`config.mk`:
```
export PLATFORM = sky130hd
export DESIGN_NAME = pcrg_div
export DESIGN_NICKNAME = d
export VERILOG_FILES = /design/src/design/pinhole_camera_ray_generator_assert.svh /design/src/design/pcrg_div.sv
export SDC_FILE = /design/constraint.sdc
export NUM_CORES = 2
export LEC_CHECK = 0
export BUFFER_PORTS_ARGS = -buffer_cell sky130_fd_sc_hd__buf_4
export CORE_MARGIN = 4
export CORE_UTILIZATION = 42
export DETAILED_ROUTE_END_ITERATION = 6
export MAX_ROUTING_LAYER = met4
export PLACE_DENSITY = 0.68
export SYNTH_ARGS = -nofsm -noshare
export SYNTH_HDL_FRONTEND = slang
export SYNTH_SLANG_ARGS = --single-unit
```
`constraint.sdc`:
```
create_clock -name clk -period 5.5 [get_ports clk]
set_input_delay 1.65 -clock clk [delete_from_list [all_inputs] [get_ports clk]]
set_output_delay 1.65 -clock clk [all_outputs]
set_load 0.02 [all_outputs]
```
`src/design/pinhole_camera_ray_generator_assert.svh`:
```
// Assertion macros for the pinhole camera ray generator.
`ifndef PINHOLE_CAMERA_RAY_GENERATOR_ASSERT_SVH
`define PINHOLE_CAMERA_RAY_GENERATOR_ASSERT_SVH

// Check a condition in the same cycle as its trigger.
`define PCRG_ASSERT_NOW(lbl, ante, cons, msg) \
  lbl: assert property (@(posedge clk) disable iff (!rst_n) (ante) |-> (cons)) \
    else $error(msg);

// Check a condition in the cycle after its trigger.
`define PCRG_ASSERT_NEXT(lbl, ante, cons, msg) \
  lbl: assert property (@(posedge clk) disable iff (!rst_n) (ante) |=> (cons)) \
    else $error(msg);

`endif

```
`src/design/pcrg_div.sv`:
```
// Pipelined restoring divider, one quotient bit per stage, with a side tag.
`default_nettype none

module pcrg_div #(
  parameter int QUO_W = 24,
  parameter int DEN_W = 13,
  parameter int TAG_W = 1
) (
  input  wire logic                   clk,
  input  wire logic                   rst_n,
  input  wire logic                   en,
  input  wire logic                   in_valid,
  input  wire logic [QUO_W+DEN_W-1:0] in_num,
  input  wire logic [DEN_W-1:0]       in_den,
  input  wire logic [TAG_W-1:0]       in_tag,
  output logic                        out_valid,
  output logic [QUO_W-1:0]            out_quo,
  output logic [DEN_W-1:0]            out_rem,
  output logic [TAG_W-1:0]            out_tag
);

  logic                 vld_r [QUO_W];
  logic [DEN_W-1:0]     rem_r [QUO_W];
  logic [QUO_W-1:0]     low_r [QUO_W];
  logic [DEN_W-1:0]     den_r [QUO_W];
  logic [TAG_W-1:0]     tag_r [QUO_W];

  for (genvar k = 0; k < QUO_W; k++) begin : g_stage
    logic             v_in;
    logic [DEN_W-1:0] r_in;
    logic [QUO_W-1:0] l_in;
    logic [DEN_W-1:0] d_in;
    logic [TAG_W-1:0] t_in;
    logic [DEN_W:0]   trial;
    logic [DEN_W:0]   diff;
    logic             ge;

    if (k == 0) begin : g_first
      assign v_in = in_valid;
      assign r_in = in_num[QUO_W+DEN_W-1:QUO_W];
      assign l_in = in_num[QUO_W-1:0];
      assign d_in = in_den;
      assign t_in = in_tag;
    end else begin : g_next
      assign v_in = vld_r[k-1];
      assign r_in = rem_r[k-1];
      assign l_in = low_r[k-1];
      assign d_in = den_r[k-1];
      assign t_in = tag_r[k-1];
    end

    // Shift in the next numerator bit and try the subtract
    assign trial = {r_in, l_in[QUO_W-1]};
    assign diff  = trial - {1'b0, d_in};
    assign ge    = trial >= {1'b0, d_in};

    always_ff @(posedge clk) begin
      if (!rst_n) begin
        vld_r[k] <= 1'b0;
      end else if (en) begin
        vld_r[k] <= v_in;
      end
    end

    always_ff @(posedge clk) begin
      if (en) begin
        rem_r[k] <= ge ? diff[DEN_W-1:0] : trial[DEN_W-1:0];
        low_r[k] <= {l_in[QUO_W-2:0], ge};
        den_r[k] <= d_in;
        tag_r[k] <= t_in;
      end
    end
  end

  assign out_valid = vld_r[QUO_W-1];
  assign out_quo   = low_r[QUO_W-1];
  assign out_rem   = rem_r[QUO_W-1];
  assign out_tag   = tag_r[QUO_W-1];

endmodule

`default_nettype wire

```
-- After elaboration in Yosys (flattened, before gate mapping)
Memories as Yosys holds them, arrays and structs flattened.
Index checks and enable logic that the tools add are counted.
- muxes and demuxes: 53
- bitwise operators: 24
- add/subtract/negate cells: 24
- order comparisons: 24
- operator list (cell ; count):
    greater-or-equal comparator 14 x 13 -> 1 bit ; 24
    two-way mux 13 bit ; 24
    subtractor 13 bit ; 24
    two-way mux 1 bit ; 29
    OR 1 bit ; 24
- word-level logic and storage cells: 130
- memory bits (writable): 1248
- input bits: 55
- memories: 5
- output and inout port bits: 39
- bits in registers: 0
- memories (name ; words ; width ; read ports ; clocked after Yosys merged registers in ; write ports ; line ; RTL):
    low_r ; 24 ; 24 ; 24 ; 0 ; 24 ; pcrg_div.sv:24 ; logic [QUO_W-1:0] low_r [QUO_W];
    den_r ; 24 ; 13 ; 23 ; 0 ; 24 ; pcrg_div.sv:25 ; logic [DEN_W-1:0] den_r [QUO_W];
    rem_r ; 24 ; 13 ; 24 ; 0 ; 24 ; pcrg_div.sv:23 ; logic [DEN_W-1:0] rem_r [QUO_W];
    tag_r ; 24 ; 1 ; 24 ; 0 ; 24 ; pcrg_div.sv:26 ; logic [TAG_W-1:0] tag_r [QUO_W];
    vld_r ; 24 ; 1 ; 24 ; 0 ; 24 ; pcrg_div.sv:22 ; logic vld_r [QUO_W];

-- Depth between registers and ports, before layout
- word-level depth: 4
- depth in mapped cells: 13
- gate-level depth less buffers: 12

-- Least setup slack after synthesis
OpenSTA, ideal clock, no wires.
- path type: input -> register
- from: input port in_num[23]
- to: memory rem_r[0][1], data pin
- cell stages on the path: 11
- data arrival time: 3.829 ns
- library setup time: 0.260 ns
- buffers on the path: 1
- slack: 1.411 ns
- data required time: 5.240 ns
- path through: inv_1 ha_1 inv_1 fa_1 a21o_1 a21oi_2 o211ai_1 o21a_1 a2111oi_4 buf_4 mux2_2
- RTL lines (what ; line ; RTL):
    start: declaration ; pcrg_div.sv:13 ; input wire logic [QUO_W+DEN_W-1:0] in_num,
    end: declaration ; pcrg_div.sv:23 ;

==> impl_metrics.json <==
{
  "syn_nets": 4348,
  "crit_arrival_ns": 4.38,
  "crit_path_frequent_cell": "inv_1",
  "worst_slew_pin_slew_ns": 1.059,
  "vdd_ir_drop_max_mv": 0.3161,
  "setup_viol": 0,
  "wl_per_cell_um": 15.34,
  "cts_hold_buf": 0,
  "dieWidth_um": 371.6,
  "fmax_mhz": 257.2,
  "start_util": 0.4224,
  "critPathMaxFanout": 11,
  "synthFlopType": "edfxtp_1",
  "clock_sinks": 1235,
  "setup.worst_path.end_class": "flip-flop",
  "switching_share": 0.3159,
  "timing.rr.start": "low_r[1][95]$_DFFE_PP_",
  "fin_setup_tns_ns": 0,
  "cts.repair.resized": 0,
  "yosysTopAreaCellShare": 0.6673,
  "synth_area_leaders": "edfxtp_1 (67%), ha_1 (7.0%), inv_1 (2.8%)",
  "period_share": 0.7069,
  "die_h_um": 371.6,
  "p_sw_mw": 10.83,
  "routed-wl-met3_mm": 3.600,
  "synth_area_leader_cell": "edfxtp_1",
  "clock_latency_ns": 0.74,
  "drt_iter0_drc": 2053,
  "crit_family": "compound AO/OA/AOI/OAI gates",
  "yosysWarnings": 0,
  "grt_usage": 0.1386,
  "crit_path_cell_trace": "buf_4 > inv_1 > ha_1 > inv_1 > fa_1 > a21o_1 > a21oi_2 > o211ai_1 > o21a_1 > a2111oi_4 > inv_2 > mux2_2",
  "synthesis.instances": 3957,
  "synth_most_common_cell": "edfxtp_1",
  "postRouteAntennaNets": 0,
  "port_buffers": 93,
  "min_from": "tag_r[1][0]$_DFFE_PP_",
  "htreeDepth": 4,
  "p_seq_frac": 0.405,
  "cts_setup_buffers": 0,
  "clkPwrFrac": 0.265,
  "nets": 4548,
  "wl_met2_mm": 47.16,
  "ys_seq_elements": 1235,
  "grt_overflow": 0,
  "drtPass1Iterations": 5,
  "start_kind": "input port",
  "cts_buffer_depth": 3,
  "wl_mm": 92.36,
  "synth_area_per_cell_um2": 14.03,
  "critical_path_class": "input port to flip-flop",
  "drive_gt1_frac": 0.1109,
  "power_density_nw_per_um2": 544.8,
  "crit_required_ns": 6.00,
  "max_slew_margin": 0.2943,
  "via_per_inst": 5.054,
  "die_area_um2": 138100,
  "met1_length_mm": 38.25,
  "grt_pass1_vias": 30680,
  "grt_pass1_wl_mm": 151.4,
  "startpoint": "in_num[23]",
  "skew_ns": 0.02372,
  "synth.cell_area_um2": 55530,
  "fill_cells": 11420,
  "highest_layer": "met4",
  "critPathMaxStageDelay_ns": 0.65,
  "ys_seq_area_frac": 0.6677,
  "critPathBufInv": 4,
  "rows": 133,
  "root_buffer": "clkbuf_16",
  "ios": 94,
  "hold_viol": 0,
  "fin_area_um2": 62920,
  "placed_area_um2": 58380,
  "maxCapViolCount": 0,
  "p_int_mw": 23.45,
  "drc_errors": 0,
  "comb_power_share": 0.330,
  "p_leak_nw": 24.54,
  "antenna_found_initial": 0,
  "n_antenna_cell": 0,
  "async_reset_ff_frac": 0,
  "vias": 30430,
  "synth.distinct_cells": 79,
  "cp_slowest_cell": "a2111oi_4",
  "synth_edf_count": 1234,
  "gp_congestion": 0.8595,
  "yosys-top-cells-count": "edfxtp_1 (1234), inv_1 (411), ha_1 (312)",
  "status": "finished, final reports clean",
  "numCtsBuffers": 140,
  "clk_pin_slew_worst_paths_ns": 0.06,
  "grt_max_degree": 182,
  "slew_violations": 0,
  "area_growth_pct": 13.31,
  "rsz0062_at_grt": "no",
  "dpl.hpwl_mm": 62.04,
  "core_area_um2": 131500,
  "cts_tree": "done",
  "min_period_ns": 3.888,
  "hold_class": "flip-flop to flip-flop"
}
-- worst reg2reg max path, cell delays in order, from the launching register on --
cell and delay, ns:
edfxtp_1 0.36, inv_1 0.08, ha_1 0.17, inv_1 0.05, fa_1 0.41, a21o_1 0.19
a21oi_2 0.20, o211ai_2 0.19, a31oi_1 0.40, o311ai_2 0.19, a211oi_4 0.82, mux2_2 0.42
-- cell families after synthesis --
| kind of cell | count (synthesis) | share of synthesized area |
|---|---|---|
| AOI/OAI and AO/OA | 787 | 0.09083 |
| xor gates and xnor gates | 225 | 0.03549 |
| adders and majority gates | 336 | 0.07895 |
| buffers and inverters | 471 | 0.03319 |
| DFF | 1235 | 0.6677 |
| muxes | 145 | 0.02997 |
| and+or+nand+nor | 758 | 0.06390 |
-- layout by cell type (no fill, tap or decap), types with 33 or more instances in the layout --
cell type,count
o21ai_0,237
xor2_1,109
mux2_2,103
edfxtp_1,1234
nor2_1,181
nor2b_1,35
ha_1,312
nand3_1,40
clkbuf_1,33
clkbuf_16,141
a21o_1,108
nand4_1,37
buf_4,106
nand2_1,260
a21oi_1,200
nor3_1,66
nand2b_1,57
xnor2_1,116
inv_1,411
-- metrics by stage --
stage	std cells	setup WS (ns)	utilization	power, mW	hold slack (ns)
final	6021	1.612	0.4786	34.28	0.3928
after global routing	6021	1.445	0.4786	36.60	0.3872
after CTS	6021	1.693	0.4786	34.67	0.3883
after detailed placement	5770	0.8460	0.4441	25.33	0.4045
after global placement	5770	0.8653	0.4441	25.00	0.4004
after floorplan	3957	1.411	-	22.77	0.4003
-- sequential cells by signal (all words and copies together) (netlist names) --
name / count
tag_r: 24
den_r: 299
vld_r: 24
rem_r: 312
low_r: 576
-- routing by layer --
metal  global-route usage  vias up
met5                    -        -
met4              0.06083        0
met3              0.02735      233
met2               0.2412      501
met1               0.1550    14680
li1                     -    15020
-- cell type report --
class	instances	area [um^2]	area share
Inverter	416	1562	0.02482
Clock inverter	77	882.1	0.01402
Tap cell	1755	2196	0.03490
Sequential cell	1235	37080	0.5893
Timing Repair Buffer	113	935.9	0.01487
Multi-Input combinational cell	2251	16610	0.2641
Clock buffer	174	3652	0.05805
-- power groups by stage --
stage / Clock (mW) / Sequential [mW] / Combinational (mW)
2_1_floorplan: 0 / 13.8 / 8.99
3_3_place_gp: 0 / 14.0 / 11.0
3_5_place_dp: 0 / 14.1 / 11.3
4_1_cts: 9.45 / 13.9 / 11.3
5_1_grt: 9.85 / 14.1 / 12.7
6_report: 9.10 / 13.9 / 11.3
-- worst paths after layout --
kind                                          endpoint  slack [ns]  depth (start not counted)
worst max register to register  rem_r[1][64]$_DFFE_PP_        1.77                         11
worst min register to register   tag_r[1][1]$_DFFE_PP_        0.39                          0
worst min-delay path             tag_r[1][1]$_DFFE_PP_        0.39                          0
worst max-delay path             rem_r[0][9]$_DFFE_PP_        1.61                         12
(Power assumes the default switching activity.)
