$ cat src/design/pinhole_camera_ray_generator_assert.svh
// Assertion macros for the pinhole camera ray generator.
`ifndef PINHOLE_CAMERA_RAY_GENERATOR_ASSERT_SVH
`define PINHOLE_CAMERA_RAY_GENERATOR_ASSERT_SVH

// Check a condition in the same cycle as its trigger.
`define PCRG_ASSERT_NOW(lbl, ante, cons, msg) \
  lbl: assert property (@(posedge clk) disable iff (!rst_n) (ante) |-> (cons)) \
    else $error(msg);

// Check a condition in the cycle after its trigger.
`define PCRG_ASSERT_NEXT(lbl, ante, cons, msg) \
  lbl: assert property (@(posedge clk) disable iff (!rst_n) (ante) |=> (cons)) \
    else $error(msg);

`endif

$ cat src/design/pcrg_pkg.sv
// Shared constants, types and helpers of the pinhole camera ray generator.
`default_nettype none

package pcrg_pkg;

  localparam int IDX_W        = 24;
  localparam int CFG_IDX_W    = 3;
  localparam int CFG_DATA_W   = 32;
  localparam int SIDE_REG_W   = 13;
  localparam int WORD_W       = 32;
  localparam int MAG_W        = 63;
  localparam int C_W          = 31;
  localparam int SUM_W        = 64;
  localparam int ROOT_W       = 32;
  localparam int DIRQ_W       = 31;
  localparam int NORM_TOP     = 30;
  localparam int DEF_MAX_SIDE = 4096;
  localparam int DEF_FRAC_BITS = 16;

  localparam logic [SIDE_REG_W-1:0] RST_WIDTH  = 13'd640;
  localparam logic [SIDE_REG_W-1:0] RST_HEIGHT = 13'd480;
  localparam logic [WORD_W-1:0]     RST_ONE    = 32'h0001_0000;

  localparam logic [MAG_W-1:0]  MAG_CAP = 63'h4000_0000_0000_0000;
  localparam logic [DIRQ_W-1:0] ONE_Q30 = 31'h4000_0000;

  typedef enum logic [CFG_IDX_W-1:0] {
    CFG_IMAGE_WIDTH  = 3'd0,
    CFG_IMAGE_HEIGHT = 3'd1,
    CFG_FOCAL_LENGTH = 3'd2,
    CFG_HALF_FOV_TAN = 3'd3,
    CFG_CAMERA_X     = 3'd4,
    CFG_CAMERA_Y     = 3'd5,
    CFG_CAMERA_Z     = 3'd6
  } cfg_idx_t;

  // Clamp a wide signed value into the signed word range.
  function automatic logic [WORD_W-1:0] sat_word(input logic signed [SUM_W-1:0] v);
    logic [WORD_W-1:0] res;
    if (v > 64'sh0000_0000_7FFF_FFFF) begin
      res = 32'h7FFF_FFFF;
    end else if (v < -64'sh0000_0000_8000_0000) begin
      res = 32'h8000_0000;
    end else begin
      res = v[WORD_W-1:0];
    end
    return res;
  endfunction

endpackage

`default_nettype wire

$ cat src/design/pcrg_sqrt.sv
// Pipelined integer square root, one root bit per stage, with a side tag.
`default_nettype none

module pcrg_sqrt
  import pcrg_pkg::*;
#(
  parameter int RT_W  = ROOT_W,
  parameter int TAG_W = 1
) (
  input  wire logic                clk,
  input  wire logic                rst_n,
  input  wire logic                en,
  input  wire logic                in_valid,
  input  wire logic [2*RT_W-1:0]   in_radicand,
  input  wire logic [TAG_W-1:0]    in_tag,
  output logic                     out_valid,
  output logic [RT_W-1:0]          out_root,
  output logic [TAG_W-1:0]         out_tag
);

  logic                 vld_r  [RT_W];
  logic [RT_W-1:0]      root_r [RT_W];
  logic [RT_W+1:0]      rem_r  [RT_W];
  logic [2*RT_W-1:0]    rad_r  [RT_W];
  logic [TAG_W-1:0]     tag_r  [RT_W];

  for (genvar k = 0; k < RT_W; k++) begin : g_stage
    logic              v_in;
    logic [RT_W-1:0]   q_in;
    logic [RT_W+1:0]   r_in;
    logic [2*RT_W-1:0] s_in;
    logic [TAG_W-1:0]  t_in;
    logic [RT_W+3:0]   rn;
    logic [RT_W+3:0]   trial;
    logic [RT_W+3:0]   diff;
    logic              ge;

    if (k == 0) begin : g_first
      assign v_in = in_valid;
      assign q_in = '0;
      assign r_in = '0;
      assign s_in = in_radicand;
      assign t_in = in_tag;
    end else begin : g_next
      assign v_in = vld_r[k-1];
      assign q_in = root_r[k-1];
      assign r_in = rem_r[k-1];
      assign s_in = rad_r[k-1];
      assign t_in = tag_r[k-1];
    end

    // Bring down two radicand bits and test the next root bit
    assign rn    = {r_in, s_in[2*RT_W-1 -: 2]};
    assign trial = {2'b00, q_in, 2'b01};
    assign diff  = rn - trial;
    assign ge    = rn >= trial;

    always_ff @(posedge clk) begin
      if (!rst_n) begin
        vld_r[k] <= 1'b0;
      end else if (en) begin
        vld_r[k] <= v_in;
      end
    end

    always_ff @(posedge clk) begin
      if (en) begin
        root_r[k] <= {q_in[RT_W-2:0], ge};
        rem_r[k]  <= ge ? diff[RT_W+1:0] : rn[RT_W+1:0];
        rad_r[k]  <= {s_in[2*RT_W-3:0], 2'b00};
        tag_r[k]  <= t_in;
      end
    end
  end

  assign out_valid = vld_r[RT_W-1];
  assign out_root  = root_r[RT_W-1];
  assign out_tag   = tag_r[RT_W-1];

endmodule

`default_nettype wire

$ cat config.mk
export PLATFORM = sky130hd
export DESIGN_NAME = pcrg_sqrt
export DESIGN_NICKNAME = d
export VERILOG_FILES = /design/src/design/pinhole_camera_ray_generator_assert.svh /design/src/design/pcrg_pkg.sv /design/src/design/pcrg_sqrt.sv
export SDC_FILE = /design/constraint.sdc
export NUM_CORES = 2
export LEC_CHECK = 0
export BUFFER_PORTS_ARGS = -buffer_cell sky130_fd_sc_hd__buf_4
export CAP_MARGIN = 10
export CORE_ASPECT_RATIO = 1.5
export CORE_MARGIN = 2
export CORE_UTILIZATION = 30
export CTS_BUF_LIST = sky130_fd_sc_hd__clkbuf_4 sky130_fd_sc_hd__clkbuf_8 sky130_fd_sc_hd__clkbuf_16
export CTS_CLUSTER_SIZE = 20
export DETAILED_ROUTE_END_ITERATION = 7
export MAX_ROUTING_LAYER = met4
export PLACE_DENSITY = 0.44
export REMOVE_ABC_BUFFERS = 1
export SYNTH_ARGS = -nofsm -noshare
export SYNTH_HDL_FRONTEND = slang
export SYNTH_MEMORY_MAX_BITS = 65536
export SYNTH_SLANG_ARGS = --single-unit
$ cat constraint.sdc
create_clock -name clk -period 11.32 [get_ports clk]
set_clock_uncertainty 0.2 [all_clocks]
set_input_delay 0 -clock clk [delete_from_list [all_inputs] [get_ports clk]]
set_output_delay 0 -clock clk [all_outputs]
set_load 0.02 [all_outputs]
Word-level counts from Yosys, hierarchy flattened. Memory sizes are Yosys's and may differ from the RTL's. Cells that the tools add are included.

Flip-flop bits (word level): 0. Bits in writable memories: 4160. Bits of input ports: 69. Output and inout port bits: 34. Word-level logic and storage cells: 170. Memories kept: 5.

Add/subtract/negate cells: 32. $lt $le $gt $ge: 32. Mux-type cells: 69. Bitwise operators: 32.

Memory list: rad_r (words 32, bits a word 62, read ports 31, clocked after memory_dff 0, write ports 32, line pcrg_sqrt.sv:24) `logic [2*RT_W-1:0] rad_r [RT_W];`; rem_r (words 32, bits a word 34, read ports 31, clocked after memory_dff 0, write ports 32, line pcrg_sqrt.sv:23) `logic [RT_W+1:0] rem_r [RT_W];`; root_r (words 32, bits a word 32, read ports 32, clocked after memory_dff 0, write ports 32, line pcrg_sqrt.sv:22) `logic [RT_W-1:0] root_r [RT_W];`; tag_r (words 32, bits a word 1, read ports 32, clocked after memory_dff 0, write ports 32, line pcrg_sqrt.sv:25) `logic [TAG_W-1:0] tag_r [RT_W];`; vld_r (words 32, bits a word 1, read ports 32, clocked after memory_dff 0, write ports 32, line pcrg_sqrt.sv:21) `logic vld_r [RT_W];`.

Operators by type and width (number): $ge A36 B34 Y1 (31); $mux W34 (32); $sub A34 B34 Y34 (31); $mux W1 (37); $or A1 B1 Y1 (32); $sub A2 B1 Y3 const B (1); $ge A2 B1 Y1 const B (1).

Logic depth before layout (Yosys ltp).
Depth in word-level cells: 4. Gate-level depth with buffers: 15. Gate-level depth less buffers: 12.

Least setup slack after synthesis. Ideal clock, no wire load.

Path type: reg-to-reg. Start: memory rem_r[0][204] (netlist name). End: memory rem_r[0][263] (netlist name) (data pin). Library setup time: 0.258 ns. Arrival: 3.317 ns. Setup slack: 7.545 ns. Stages on the path, launching flop included: 12. Path buffers: 1. Period minus slack after synthesis: 3.775 ns. Cell sequence: edfxtp_1 ha_1 nor2b_1 o21ai_0 a21oi_1 o21ai_0 a2111o_1 a221o_1 or4_1 clkbuf_1 or4b_2 xnor2_1.

RTL lines (line): start, declared (pcrg_sqrt.sv:23).

==> results.sh <==
export IMPL_h_tree_depth=5
export IMPL_timing_max_cap_violations=0
export IMPL_rsz0062_at_grt="false"
export IMPL_synth_cell_type_count=85
export IMPL_cts_resized=0
export IMPL_fillerInstances=38600
export IMPL_coreArea_sq_mm=0.398
export IMPL_required_ns=11.73
export IMPL_seq_area_sq_mm=0.0777
export IMPL_synth_top_area_frac=0.648
export IMPL_die_w_um=520
export IMPL_p_leak_nw=51.9
export IMPL_status="completed"
export IMPL_slew_headroom=0.0268
export IMPL_whs_ns=0.114
export IMPL_synthFlopType="edfxtp_1"
export IMPL_met2_usage=0.278
export IMPL_synth_area_top_cells="edfxtp_1 65%, ha_1 5.9%, xor2_1 3.2%"
export IMPL_ys_warn_count=0
export IMPL_grt_pass1_wl_um=430000
export IMPL_final_hold_viol_count=0
export IMPL_clock_latency_ns=0.88
export IMPL_drc=0
export IMPL_multi_input_area_sq_mm=0.0388
export IMPL_post_cts_setup_buffers=0
export IMPL_hp_class="in2reg"
export IMPL_fin_nets=10300
export IMPL_ys_seq_area_frac=0.649
export IMPL_overflow=0
export IMPL_crit_path_start_kind="flip-flop"
export IMPL_yosysTopAreaCell="edfxtp_1"
export IMPL_critPathMaxFanout=45
export IMPL_final_common_cell="edfxtp_1"
export IMPL_clock_sinks=2587
export IMPL_cts_inserted_buffers=291
export IMPL_drt_wl_total_um=282000
export IMPL_gr_max_usage_layer="met2"
export IMPL_cts_tree="done"
export IMPL_routed_via_density=4.73
export IMPL_timing_final_ws_setup_ns=6.39
export IMPL_area_growth_pct=15.3
export IMPL_tightest_slew_ns=1.45
export IMPL_dieArea_sq_mm=0.404
export IMPL_synth_area_sq_mm=0.120
export IMPL_period_needed_ns=4.93
export IMPL_grt_max_degree=170
export IMPL_initial_core_util=0.301
export IMPL_worstSetupPathType="reg2reg"
export IMPL_postRouteAntennaNets=0
export IMPL_synth_seq_cells=2587
export IMPL_ir_drop_uv=151
export IMPL_cpPeakStageDelay_ns=0.57
export IMPL_crit_chain="ha_1 > a211oi_1 > a311oi_1 > a21o_1 > a21o_1 > a211o_1 > a21boi_4 > buf_4 > clkinv_1 > and4_1 > xor2_1"
export IMPL_avgSynthCellArea_sq_um=13.0
export IMPL_synthCells=9196
export IMPL_max_freq_mhz=203
export IMPL_io_pins=103
export IMPL_fp_dieH_um=778
export IMPL_antenna_found_initial=4
export IMPL_cts_buffer_depth=4
export IMPL_dp_hpwl_um=206000
export IMPL_cts_root_buf="clkbuf_16"
export IMPL_drt_first_iter_violations=3945
export IMPL_layout_common_cells="2586 x edfxtp_1, 720 x inv_1, 612 x nand2_1, 576 x a21oi_1, 562 x ha_1"
export IMPL_arrival_ns=5.34
export IMPL_slew_violations=0
export IMPL_crit_slowest_cell="clkinv_1"
export IMPL_dpl_worst_slack_ns=5.91
export IMPL_gp_congestion=0.943
export IMPL_rows=284
export IMPL_layout_drive_gt1_share=0.0803
export IMPL_grtUsageMet1=0.122
export IMPL_use_met3=0.0203
export IMPL_port_buffers=102
export IMPL_fin_crit_sh=0.436
export IMPL_drtPass1Iterations=5
export IMPL_global_route_usage_total=0.140
export IMPL_grt_pass1_vias=75100
export IMPL_post_drt_wl_per_cell_um=18.6
export IMPL_setup_viol=0
export IMPL_synth_edf_count=2586
export IMPL_clk_pin_slew_worst_paths_ns=0.06
export IMPL_ys_async_sr_fraction=0
export IMPL_end_kind="flip-flop"
export IMPL_final_setup_tns_ns=0
export IMPL_crit_top_cell="a21o_1"
export IMPL_power_density_mw_per_mm2=201
export IMPL_vias=71700
==> final cells by class <==
class / count / share of cell area
inverters: 725 / 0.0197
multi-input cells: 5717 / 0.281
diodes: 7 / 0.000127
clock inverters: 171 / 0.0126
repair buffers: 308 / 0.0202
well taps: 5291 / 0.0479
clock buffers: 339 / 0.0558
flip-flops and latches: 2587 / 0.562
==> repair_timing <==
| action | 4_1_cts | 5_1_grt |
|---|---|---|
| setup endpoints to repair | 0 | 0 |
| hold endpoints to repair | 840 | 0 |
| hold buffers | 137 | 0 |
==> metal layers <==
layer  share of wire  wire length, um  vias to the layer above
met5               0                0                        -
met4           0.065            18200                        0
met3           0.031             8850                      703
met2            0.57           161000                     1245
met1            0.33            94000                    34700
li1                -                -                    35000
==> state kept, by name, summed over array words and instances (netlist names) <==
register	flops
rad_r	992
root_r	528
rem_r	1003
tag_r	32
vld_r	32
==> logic make-up after synthesis <==
| group | Yosys count | share of synthesized area |
|---|---|---|
| other | 1 | 0.0000313 |
| AO/OA/AOI/OAI | 1902 | 0.0989 |
| multiplexers | 70 | 0.00646 |
| flip-flops | 2587 | 0.649 |
| XOR/XNOR | 833 | 0.0609 |
| buffers and inverters | 892 | 0.0281 |
| adder cells (fa/ha/maj) | 562 | 0.0587 |
| AND/OR/NAND/NOR | 2349 | 0.0984 |
==> critical path, delay by kind of cell (launching register included) <==
kind,cells,cell delay (ns)
flip-flops,1,0.39
AO/OA/AOI/OAI,6,2.07
XOR/XNOR,1,0.14
buffers and inverters,2,1.04
adder cells (fa/ha/maj),1,0.36
AND/OR/NAND/NOR,1,0.39
==> stage by stage <==
step	instances	power (W)	area, sq um	utilization
4_1_cts	15100	0.0282	138000	0.347
3_5_place_dp	14500	0.0184	127000	0.320
3_3_place_gp	14500	0.0183	127000	0.320
6_report	15100	0.0277	138000	0.347
5_1_grt	15100	0.0292	138000	0.347
2_1_floorplan	9029	0.0165	119000	-
==> where the power goes <==
group | switching (W) | internal (W) | leakage [nW]
sequential | 0.000752 | 0.0121 | 24.9
combinational | 0.00322 | 0.00221 | 22.3
clock | 0.00388 | 0.00561 | 4.68
==> Yosys cell counts (24+ instances only) <==
| cell | instances |
|---|---|
| or2_2 | 60 |
| and3_1 | 93 |
| nor2_1 | 511 |
| nand2b_1 | 103 |
| o211ai_1 | 44 |
| or3_1 | 93 |
| a21boi_0 | 32 |
| nor2b_1 | 93 |
| nor4_1 | 128 |
| edfxtp_1 | 2586 |
| xor2_1 | 431 |
| a21oi_1 | 579 |
| or4_1 | 60 |
| o21ai_0 | 490 |
| nand2_1 | 612 |
| xnor2_1 | 402 |
| nand3_1 | 128 |
| nor3_1 | 231 |
| inv_1 | 721 |
| clkbuf_1 | 142 |
| a31oi_1 | 50 |
| o21bai_1 | 55 |
| and2_1 | 39 |
| a21o_1 | 251 |
| nor3b_1 | 24 |
| nand4_1 | 88 |
| ha_1 | 562 |
| o21a_1 | 99 |
| mux2_2 | 58 |
| a211oi_1 | 54 |
| o31ai_1 | 52 |
==> worst paths after layout <==
check	from	endpoint	slack, ns	cells past startpoint
setup / recovery	rem_r[1][376]	rem_r[1][439]	6.39	11
hold / removal	en	rad_r[0][18]	0.11	2
setup reg to reg	rem_r[1][376]	rem_r[1][439]	6.39	11
hold reg to reg	rad_r[1][225]	rad_r[1][289]	0.18	0
Note: power is estimated with default switching activity, not from simulation.
